File: src/rtl/gcbp_pkg.sv
// Package with shared constants, register indexes and helper functions for the glyph packer.
package gcbp_pkg;

  localparam int MAX_ROWS  = 32;
  localparam int ROW_AW    = $clog2(MAX_ROWS);
  localparam int WORD_BITS = 32;
  localparam int DIM_W     = 6;
  localparam int PADDR_W   = 3;

  // Register index is byte address bit 2.
  localparam logic REG_GLYPH_WIDTH  = 1'b0;
  localparam logic REG_GLYPH_HEIGHT = 1'b1;

  localparam logic [DIM_W-1:0] WIDTH_RESET  = 6'd8;
  localparam logic [DIM_W-1:0] HEIGHT_RESET = 6'd16;
  localparam logic [DIM_W-1:0] DIM_CAP      = 6'd32;

  // Clamps a width or height register to the range 1 to 32.
  function automatic logic [DIM_W-1:0] clamp_dim(input logic [DIM_W-1:0] v);
    logic [DIM_W-1:0] r;
    if (v == '0) begin
      r = 6'd1;
    end else if (v > DIM_CAP) begin
      r = DIM_CAP;
    end else begin
      r = v;
    end
    return r;
  endfunction

  // Ones in the top w bits of a word, w from 0 to 32.
  function automatic logic [WORD_BITS-1:0] top_mask(input logic [DIM_W-1:0] w);
    return ~({WORD_BITS{1'b1}} >> w);
  endfunction

endpackage

File: src/rtl/gcbp_ram.sv
// Generic single-write, single-read RAM with registered read data.
module gcbp_ram #(
  parameter int WIDTH = 32,
  parameter int DEPTH = 32
) (
  input  logic                     clk,
  input  logic                     we,
  input  logic [$clog2(DEPTH)-1:0] waddr,
  input  logic [WIDTH-1:0]         wdata,
  input  logic                     re,
  input  logic [$clog2(DEPTH)-1:0] raddr,
  output logic [WIDTH-1:0]         rdata
);

  logic [WIDTH-1:0] mem [DEPTH];
  logic [WIDTH-1:0] rdata_r;

  always_ff @(posedge clk) begin
    if (we) begin
      mem[waddr] <= wdata;
    end
    if (re) begin
      rdata_r <= mem[raddr];
    end
  end

  assign rdata = rdata_r;

endmodule

File: src/rtl/glyph_crop_bitmap_pack.sv
// Top level of the glyph crop and bit pack block: row capture, bounding box scan and packer.
//
// Rows of a glyph are taken one per cycle (start high while busy is low),
// masked to the glyph width and written to a 32-row store, while the block
// keeps the first and last used row and the OR of all rows. After the last
// row busy goes high: a one-bit shifter walks the column mask, one
// column per cycle, up to the rightmost used column, then the S_SIZE
// state forms the box size and S_HDR emits the header beat. Each cropped
// row then passes through a row store read in S_READ and the 64-bit pack
// register in S_DATA, which appends the row and emits a word beat once a
// full word is held, and S_TAIL emits the zero-padded tail word if bits
// remain. An empty glyph emits its header beat straight from the capture
// path and busy never rises. Result beats are shown for one cycle on
// out_valid and cannot be held off by the receiver. The running bitmap
// offset advances by the byte size of each glyph and wraps at 16 bits.
// Width and height registers may be written between rows; each row uses
// the width in force when it arrives.
module glyph_crop_bitmap_pack (
  input  logic                            clk,
  input  logic                            rst_n,
  // Configuration port
  input  logic                            psel,
  input  logic                            penable,
  input  logic                            pwrite,
  input  logic [gcbp_pkg::PADDR_W-1:0]    paddr,
  input  logic [31:0]                     pwdata,
  output logic [31:0]                     prdata,
  output logic                            pready,
  // Row input
  input  logic                            start,
  output logic                            busy,
  input  logic [gcbp_pkg::WORD_BITS-1:0]  in_row_bits,
  // Results
  output logic                            out_valid,
  output logic                            out_is_header,
  output logic [15:0]                     out_bitmap_offset,
  output logic [5:0]                      out_crop_width,
  output logic [5:0]                      out_crop_height,
  output logic [4:0]                      out_x_offset,
  output logic [4:0]                      out_y_offset,
  output logic [5:0]                      out_x_advance,
  output logic [gcbp_pkg::WORD_BITS-1:0]  out_bitmap_word,
  output logic [2:0]                      out_word_bytes,
  output logic                            out_last
);

  import gcbp_pkg::*;

  typedef enum logic [6:0] {
    S_ROWS = 7'b0000001,
    S_SCAN = 7'b0000010,
    S_SIZE = 7'b0000100,
    S_HDR  = 7'b0001000,
    S_READ = 7'b0010000,
    S_DATA = 7'b0100000,
    S_TAIL = 7'b1000000
  } state_t;

  state_t state_r, state_nxt;

  // Configuration registers.
  logic [DIM_W-1:0] gw_r, gh_r;

  // Glyph capture state.
  logic [DIM_W-1:0]     row_count_r, row_count_nxt;
  logic                 any_r, any_nxt;
  logic [ROW_AW-1:0]    first_r, first_nxt;
  logic [ROW_AW-1:0]    lastrow_r, lastrow_nxt;
  logic [WORD_BITS-1:0] cm_r, cm_nxt;
  logic [15:0]          running_r, running_nxt;
  logic [DIM_W-1:0]     adv_r, adv_nxt;

  // Scan and pack state.
  logic [WORD_BITS-1:0] sh_r, sh_nxt;
  logic [4:0]           scan_j_r, scan_j_nxt;
  logic                 found_r, found_nxt;
  logic [4:0]           sc_r, sc_nxt;
  logic [4:0]           ec_r, ec_nxt;
  logic [DIM_W-1:0]     cw_r, cw_nxt;
  logic [DIM_W-1:0]     ch_r, ch_nxt;
  logic [7:0]           left_r, left_nxt;
  logic [ROW_AW-1:0]    ri_r, ri_nxt;
  logic [63:0]          buf_r, buf_nxt;
  logic [4:0]           n_r, n_nxt;

  // Result registers.
  logic                 ov_r, ov_nxt;
  logic                 ohdr_r, ohdr_nxt;
  logic [15:0]          ooff_r, ooff_nxt;
  logic [5:0]           ocw_r, ocw_nxt;
  logic [5:0]           och_r, och_nxt;
  logic [4:0]           oxo_r, oxo_nxt;
  logic [4:0]           oyo_r, oyo_nxt;
  logic [5:0]           oadv_r, oadv_nxt;
  logic [WORD_BITS-1:0] oword_r, oword_nxt;
  logic [2:0]           onb_r, onb_nxt;
  logic                 olast_r, olast_nxt;

  // Row store and datapath signals.
  logic                 ram_we, ram_re;
  logic [WORD_BITS-1:0] ram_rdata;
  logic [DIM_W-1:0]     eff_w, eff_h;
  logic [WORD_BITS-1:0] row_m;
  logic [11:0]          prod;
  logic [11:0]          prod_rnd;
  logic [7:0]           bytes;
  logic [WORD_BITS-1:0] crop_v;
  logic [63:0]          merged;
  logic [5:0]           n_sum;
  logic [2:0]           nb;
  logic [7:0]           left_dec;

  gcbp_ram #(
    .WIDTH (WORD_BITS),
    .DEPTH (MAX_ROWS)
  ) u_row_ram (
    .clk   (clk),
    .we    (ram_we),
    .waddr (row_count_r[ROW_AW-1:0]),
    .wdata (row_m),
    .re    (ram_re),
    .raddr (ri_r),
    .rdata (ram_rdata)
  );

  // Configuration port: always ready, writes on the access phase.
  assign pready = 1'b1;

  always_comb begin
    case (paddr[2])
      REG_GLYPH_WIDTH:  prdata = {26'd0, gw_r};
      REG_GLYPH_HEIGHT: prdata = {26'd0, gh_r};
      default:          prdata = '0;
    endcase
  end

  always_ff @(posedge clk) begin
    if (!rst_n) begin
      gw_r <= WIDTH_RESET;
      gh_r <= HEIGHT_RESET;
    end else if (psel && penable && pwrite) begin
      case (paddr[2])
        REG_GLYPH_WIDTH:  gw_r <= pwdata[DIM_W-1:0];
        REG_GLYPH_HEIGHT: gh_r <= pwdata[DIM_W-1:0];
        default: ;
      endcase
    end
  end

  assign eff_w = clamp_dim(gw_r);
  assign eff_h = clamp_dim(gh_r);
  assign row_m = in_row_bits & top_mask(eff_w);

  // Box byte size: one small multiply, then round up to whole bytes.
  assign prod     = {6'd0, cw_r} * {6'd0, ch_r};
  assign prod_rnd = prod + 12'd7;
  assign bytes    = prod_rnd[10:3];

  // Packer: crop the row to the box columns and append it after the n_r held bits.
  assign crop_v   = (ram_rdata << sc_r) & top_mask(cw_r);
  assign merged   = buf_r | ({crop_v, 32'd0} >> n_r);
  assign n_sum    = {1'b0, n_r} + cw_r;
  assign nb       = (left_r > 8'd4) ? 3'd4 : left_r[2:0];
  assign left_dec = left_r - {5'd0, nb};

  always_comb begin
    state_nxt     = state_r;
    row_count_nxt = row_count_r;
    any_nxt       = any_r;
    first_nxt     = first_r;
    lastrow_nxt   = lastrow_r;
    cm_nxt        = cm_r;
    running_nxt   = running_r;
    adv_nxt       = adv_r;
    sh_nxt        = sh_r;
    scan_j_nxt    = scan_j_r;
    found_nxt     = found_r;
    sc_nxt        = sc_r;
    ec_nxt        = ec_r;
    cw_nxt        = cw_r;
    ch_nxt        = ch_r;
    left_nxt      = left_r;
    ri_nxt        = ri_r;
    buf_nxt       = buf_r;
    n_nxt         = n_r;
    ov_nxt        = 1'b0;
    ohdr_nxt      = 1'b0;
    ooff_nxt      = '0;
    ocw_nxt       = '0;
    och_nxt       = '0;
    oxo_nxt       = '0;
    oyo_nxt       = '0;
    oadv_nxt      = '0;
    oword_nxt     = '0;
    onb_nxt       = '0;
    olast_nxt     = 1'b0;
    ram_we        = 1'b0;
    ram_re        = 1'b0;

    case (state_r)
      S_ROWS: begin
        if (start) begin
          ram_we        = 1'b1;
          row_count_nxt = row_count_r + 6'd1;
          cm_nxt        = cm_r | row_m;
          if (row_m != '0) begin
            if (!any_r) begin
              first_nxt = row_count_r[ROW_AW-1:0];
            end
            any_nxt     = 1'b1;
            lastrow_nxt = row_count_r[ROW_AW-1:0];
          end
          if (row_count_nxt >= eff_h) begin
            adv_nxt = eff_w;
            if (!any_nxt) begin
              // Empty glyph: header only, and the glyph state starts over.
              ov_nxt        = 1'b1;
              ohdr_nxt      = 1'b1;
              ooff_nxt      = running_r;
              oadv_nxt      = eff_w;
              olast_nxt     = 1'b1;
              row_count_nxt = '0;
              cm_nxt        = '0;
              any_nxt       = 1'b0;
              first_nxt     = '0;
              lastrow_nxt   = '0;
            end else begin
              sh_nxt     = cm_nxt;
              scan_j_nxt = '0;
              found_nxt  = 1'b0;
              state_nxt  = S_SCAN;
            end
          end
        end
      end
      S_SCAN: begin
        if (sh_r[WORD_BITS-1]) begin
          if (!found_r) begin
            sc_nxt    = scan_j_r;
            found_nxt = 1'b1;
          end
          ec_nxt = scan_j_r;
        end
        sh_nxt     = {sh_r[WORD_BITS-2:0], 1'b0};
        scan_j_nxt = scan_j_r + 5'd1;
        if (sh_nxt == '0) begin
          state_nxt = S_SIZE;
        end
      end
      S_SIZE: begin
        cw_nxt    = {1'b0, ec_r} - {1'b0, sc_r} + 6'd1;
        ch_nxt    = {1'b0, lastrow_r} - {1'b0, first_r} + 6'd1;
        state_nxt = S_HDR;
      end
      S_HDR: begin
        ov_nxt      = 1'b1;
        ohdr_nxt    = 1'b1;
        ooff_nxt    = running_r;
        ocw_nxt     = cw_r;
        och_nxt     = ch_r;
        oxo_nxt     = sc_r;
        oyo_nxt     = first_r;
        oadv_nxt    = adv_r;
        running_nxt = running_r + {8'd0, bytes};
        left_nxt    = bytes;
        ri_nxt      = first_r;
        buf_nxt     = '0;
        n_nxt       = '0;
        state_nxt   = S_READ;
      end
      S_READ: begin
        ram_re    = 1'b1;
        state_nxt = S_DATA;
      end
      S_DATA: begin
        if (n_sum[5]) begin
          ov_nxt    = 1'b1;
          oword_nxt = merged[63:32];
          onb_nxt   = nb;
          olast_nxt = (left_dec == '0);
          left_nxt  = left_dec;
          buf_nxt   = {merged[31:0], 32'd0};
        end else begin
          buf_nxt = merged;
        end
        n_nxt = n_sum[4:0];
        if (ri_r == lastrow_r) begin
          state_nxt = S_TAIL;
        end else begin
          ri_nxt    = ri_r + ROW_AW'(1);
          state_nxt = S_READ;
        end
      end
      S_TAIL: begin
        if (n_r != '0) begin
          ov_nxt    = 1'b1;
          oword_nxt = buf_r[63:32];
          onb_nxt   = left_r[2:0];
          olast_nxt = 1'b1;
        end
        row_count_nxt = '0;
        cm_nxt        = '0;
        any_nxt       = 1'b0;
        first_nxt     = '0;
        lastrow_nxt   = '0;
        state_nxt     = S_ROWS;
      end
      default: begin
        state_nxt = S_ROWS;
      end
    endcase
  end

  // Control state.
  always_ff @(posedge clk) begin
    if (!rst_n) begin
      state_r     <= S_ROWS;
      row_count_r <= '0;
      any_r       <= 1'b0;
      first_r     <= '0;
      lastrow_r   <= '0;
      cm_r        <= '0;
      running_r   <= '0;
      ov_r        <= 1'b0;
    end else begin
      state_r     <= state_nxt;
      row_count_r <= row_count_nxt;
      any_r       <= any_nxt;
      first_r     <= first_nxt;
      lastrow_r   <= lastrow_nxt;
      cm_r        <= cm_nxt;
      running_r   <= running_nxt;
      ov_r        <= ov_nxt;
    end
  end

  // Datapath and result payload.
  always_ff @(posedge clk) begin
    adv_r    <= adv_nxt;
    sh_r     <= sh_nxt;
    scan_j_r <= scan_j_nxt;
    found_r  <= found_nxt;
    sc_r     <= sc_nxt;
    ec_r     <= ec_nxt;
    cw_r     <= cw_nxt;
    ch_r     <= ch_nxt;
    left_r   <= left_nxt;
    ri_r     <= ri_nxt;
    buf_r    <= buf_nxt;
    n_r      <= n_nxt;
    ohdr_r   <= ohdr_nxt;
    ooff_r   <= ooff_nxt;
    ocw_r    <= ocw_nxt;
    och_r    <= och_nxt;
    oxo_r    <= oxo_nxt;
    oyo_r    <= oyo_nxt;
    oadv_r   <= oadv_nxt;
    oword_r  <= oword_nxt;
    onb_r    <= onb_nxt;
    olast_r  <= olast_nxt;
  end

  assign busy              = (state_r != S_ROWS);
  assign out_valid         = ov_r;
  assign out_is_header     = ohdr_r;
  assign out_bitmap_offset = ooff_r;
  assign out_crop_width    = ocw_r;
  assign out_crop_height   = och_r;
  assign out_x_offset      = oxo_r;
  assign out_y_offset      = oyo_r;
  assign out_x_advance     = oadv_r;
  assign out_bitmap_word   = oword_r;
  assign out_word_bytes    = onb_r;
  assign out_last          = olast_r;

endmodule

File: config.mk
export PLATFORM = sky130hd
export DESIGN_NAME = glyph_crop_bitmap_pack
export DESIGN_NICKNAME = d
export VERILOG_FILES = /design/src/rtl/gcbp_pkg.sv /design/src/rtl/gcbp_ram.sv /design/src/rtl/glyph_crop_bitmap_pack.sv
export SDC_FILE = /design/constraint.sdc
export NUM_CORES = 2
export LEC_CHECK = 0
export BUFFER_PORTS_ARGS = -buffer_cell sky130_fd_sc_hd__buf_2
export CAP_MARGIN = 20
export CORE_MARGIN = 2
export CORE_UTILIZATION = 55
export CTS_CLUSTER_SIZE = 40
export DETAILED_ROUTE_END_ITERATION = 6
export GPL_ROUTABILITY_DRIVEN = 0
export PLACE_DENSITY = 0.72
export SYNTH_ARGS = -nofsm -noshare
export SYNTH_HDL_FRONTEND = slang
export SYNTH_SLANG_ARGS = --single-unit
File: constraint.sdc
create_clock -name clk -period 12 [get_ports clk]
set_input_delay 3.6 -clock clk [delete_from_list [all_inputs] [get_ports clk]]
set_output_delay 3.6 -clock clk [all_outputs]
set_load 0.05 [all_outputs]
==> run_results.csv <==
group,metric,value,unit
outcome,status,"finished, violations left",
outcome,violations,"DRC",
clocking,clock_latency,760,ps
floorplanning,die_area,112500,sq um
global_routing,grt_pass1_wl,234300,microns
worst_setup_path,critPathLaunch,"paddr[2]",
timing,max_freq,126.0,MHz
placement,hpwl,89810,microns
detailed_routing,drtIter0Drc,5063,
synthesis,yosysWarnings,0,
synthesis,avgSynthCellArea,16.09,sq um
synthesis,synth_area_leaders,"edfxtp_1, mux4_2, dfxtp_1, ha_1, nor2_1",
timing,setup_ws,4061,ps
worst_setup_path,critPathMaxStageDelay,350,ps
worst_setup_path,critPathLaunchType,"input port",
timing,slew_viol_final,0,
global_routing,antenna_found_initial,7,
clocking,cts_buffer_depth,3,
finish,fin_util,0.6205,
clocking,ctsRootBufferMaster,"clkbuf_16",
clocking,cts.sinks,1369,
detailed_routing,drc,17,
detailed_routing,vias,36410,
clocking,clk_pin_slew,60,ps
clocking,tritoncts,"yes",
clocking,cts_htree_levels,4,
detailed_routing,wl_per_cell,29.54,microns
synthesis,synthArstFlopShare,0,
synthesis,ys_seq_elements,1369,
synthesis,synth_cell_type_count,101,
floorplanning,initial_core_util,0.5548,
timing,clock_skew,36.49,ps
floorplanning,fp.dieW,335.4,microns
synthesis,synth.most_common_cell,"edfxtp_1",
finish,diodes,0,
worst_setup_path,cp_max_fo,10,
floorplanning,io_pins,189,
timing,fin_setup_tns,0,ps
synthesis,synth_ff_type,"edfxtp_1",
worst_setup_path,arrival,4340,ps
detailed_routing,antenna_left,0,
synthesis,synth_edf_count,1203,
timing,timing.slew.headroom,0.2626,
synthesis,syn_area,60390,sq um
global_routing,track_usage,0.2856,
pwr,pwr_density_cell,144.6,nW/um^2
worst_setup_path,slowest_stage,"mux2_2",
placement,place_area,62960,sq um
finish,finalNetCount,4079,
worst_setup_path,crit_required,8400,ps
flow_run,max_cap_viol_count,0,
clocking,postCtsResizedCells,0,
worst_hold_path,min_from,"adv_r[0]$_DFFE_PP_",
timing,worst_pin_slew,1106,ps
placement,dpl_worst_slack,4062,ps
global_routing,grt_overflow,0,
worst_setup_path,crit_chain,"buf_2 -> mux2_2 -> buf_2",
timing,rsz0062_at_grt,"no",
pwr,ir_drop,150.5,uV
floorplanning,core-area,108900,sq um
finish,syn2layout_area_growth,11.85,%
worst_setup_path,r2r_setup_slack,6320,ps
pwr,p_total,0.009764,W
clocking,cts_setup_buffers,0,
timing,period_share,0.6616,
global_routing,grt_start_max_net_pins,150,
floorplanning,die_h,335.4,microns
global_routing,grt_pass1_vias,34810,
detailed_routing,wl,160500,microns
synthesis,yosysSeqAreaShare,0.6533,
placement,placement.io_buffers,133,
worst_setup_path,end_kind,"primary output",
clocking,numCtsBuffers,139,
timing,period_needed,7939,ps
detailed_routing,routed_via_density,6.699,
floorplanning,num_rows,121,
synthesis,netlist_instances,3754,
synthesis,yosysTopAreaCellShare,0.5982,
worst_setup_path,path_common_cell,"buf_2",
detailed_routing,first_pass_iters,7,
finish,design_area,67540,sq um
worst_setup_path,path_class,"input port to primary output",
synthesis,synth_area_leader_cell,"edfxtp_1",
timing,setup_viol,0,
finish,layout-drive-gt1-share,0.2358,
synthesis,ys_top_cells_by_count,"edfxtp_1, mux4_2, nor2_1",
timing,hold_violations,0,
pwr,leakage,23.06,nW
worst_setup_path,rr_startpoint,"cw_r[5]$_DFFE_PP_",
clocking,cts_hold_buf,0,
worst_hold_path,min_path_type,"flop to flop",
## critical path, delay by kind of cell
family / cells / cell delay, ps
buffers and inverters: 2 / 390
multiplexers: 1 / 350
## per-stage QoR
stage,std cells,hold WS [ps]
after floorplan,3780,417.8
after global placement,5172,427.9
after detailed placement,5174,453.5
after CTS,5422,467.1
after global routing,5435,477.8
final,5435,461.3
## path summary, 6_finish.rpt
path | end | cells past startpoint
setup reg to reg | running_r[12]$_SDFFE_PN0P_ | 22
setup / recovery | prdata[0] | 3
hold reg to reg | out_x_advance[0]$_DFF_P_ | 1
hold / removal | out_x_advance[0]$_DFF_P_ | 1
## cells in the final DEF, fill, tap and decap left out, types with 96 or more instances in the layout
cell,netlist,layout
a21oi_1,147,147
buf_2,9,133
buf_4,31,99
clkbuf_16,0,142
dfxtp_1,166,166
edfxtp_1,1203,1203
mux4_2,356,356
nand2_1,200,200
nor2_1,231,199
o21ai_0,96,96
## state kept, by name (all words and copies together) (netlist names), 7 cells and up
register,flops
out_bitmap_word,32
cm_r,32
buf_r,63
left_r,8
running_r,16
out_bitmap_offset,16
u_row_ram.mem,1024
sh_r,32
state_r,7
u_row_ram.rdata,32
## where the power goes
| part | internal [W] | switching [W] |
|---|---|---|
| registers | 0.00527 | 0.0000515 |
| clock network | 0.00228 | 0.00180 |
| logic | 0.000104 | 0.000260 |
| total | 0.00765 | 0.00211 |
## cell families (layout without fill, tap and decap cells)
logic type / count (synthesis) / after routing / share of synthesized area
compound gates: 627 / 627 / 0.07347
xor+xnor: 55 / 55 / 0.007977
fa+ha+maj: 93 / 93 / 0.02159
buf+inv: 345 / 586 / 0.02430
flops: 1369 / 1369 / 0.6533
mux: 484 / 484 / 0.1560
other cells: 2 / 28 / 0.0001244
simple gates: 779 / 779 / 0.06326
## area by class of cell
type                            count  area (sq um)
Inverter                           88         330.3
Multi-Input combinational cell   2066         19890
Clock buffer                      188          3746
Fill cell                        7532         41310
Timing Repair Buffer              250          1846
Tap cell                         1414          1769
Clock inverter                     60         513.0
Sequential cell                  1369         39450
## layer usage
layer / up-vias / routed length [microns] / track usage
met5: - / 40 / 0
met4: 6 / 7334 / 0.1131
met3: 455 / 14730 / 0.04718
met2: 2241 / 78310 / 0.4676
met1: 18440 / 60140 / 0.3858
li1: 15260 / - / -
(Power assumes the default switching activity.)
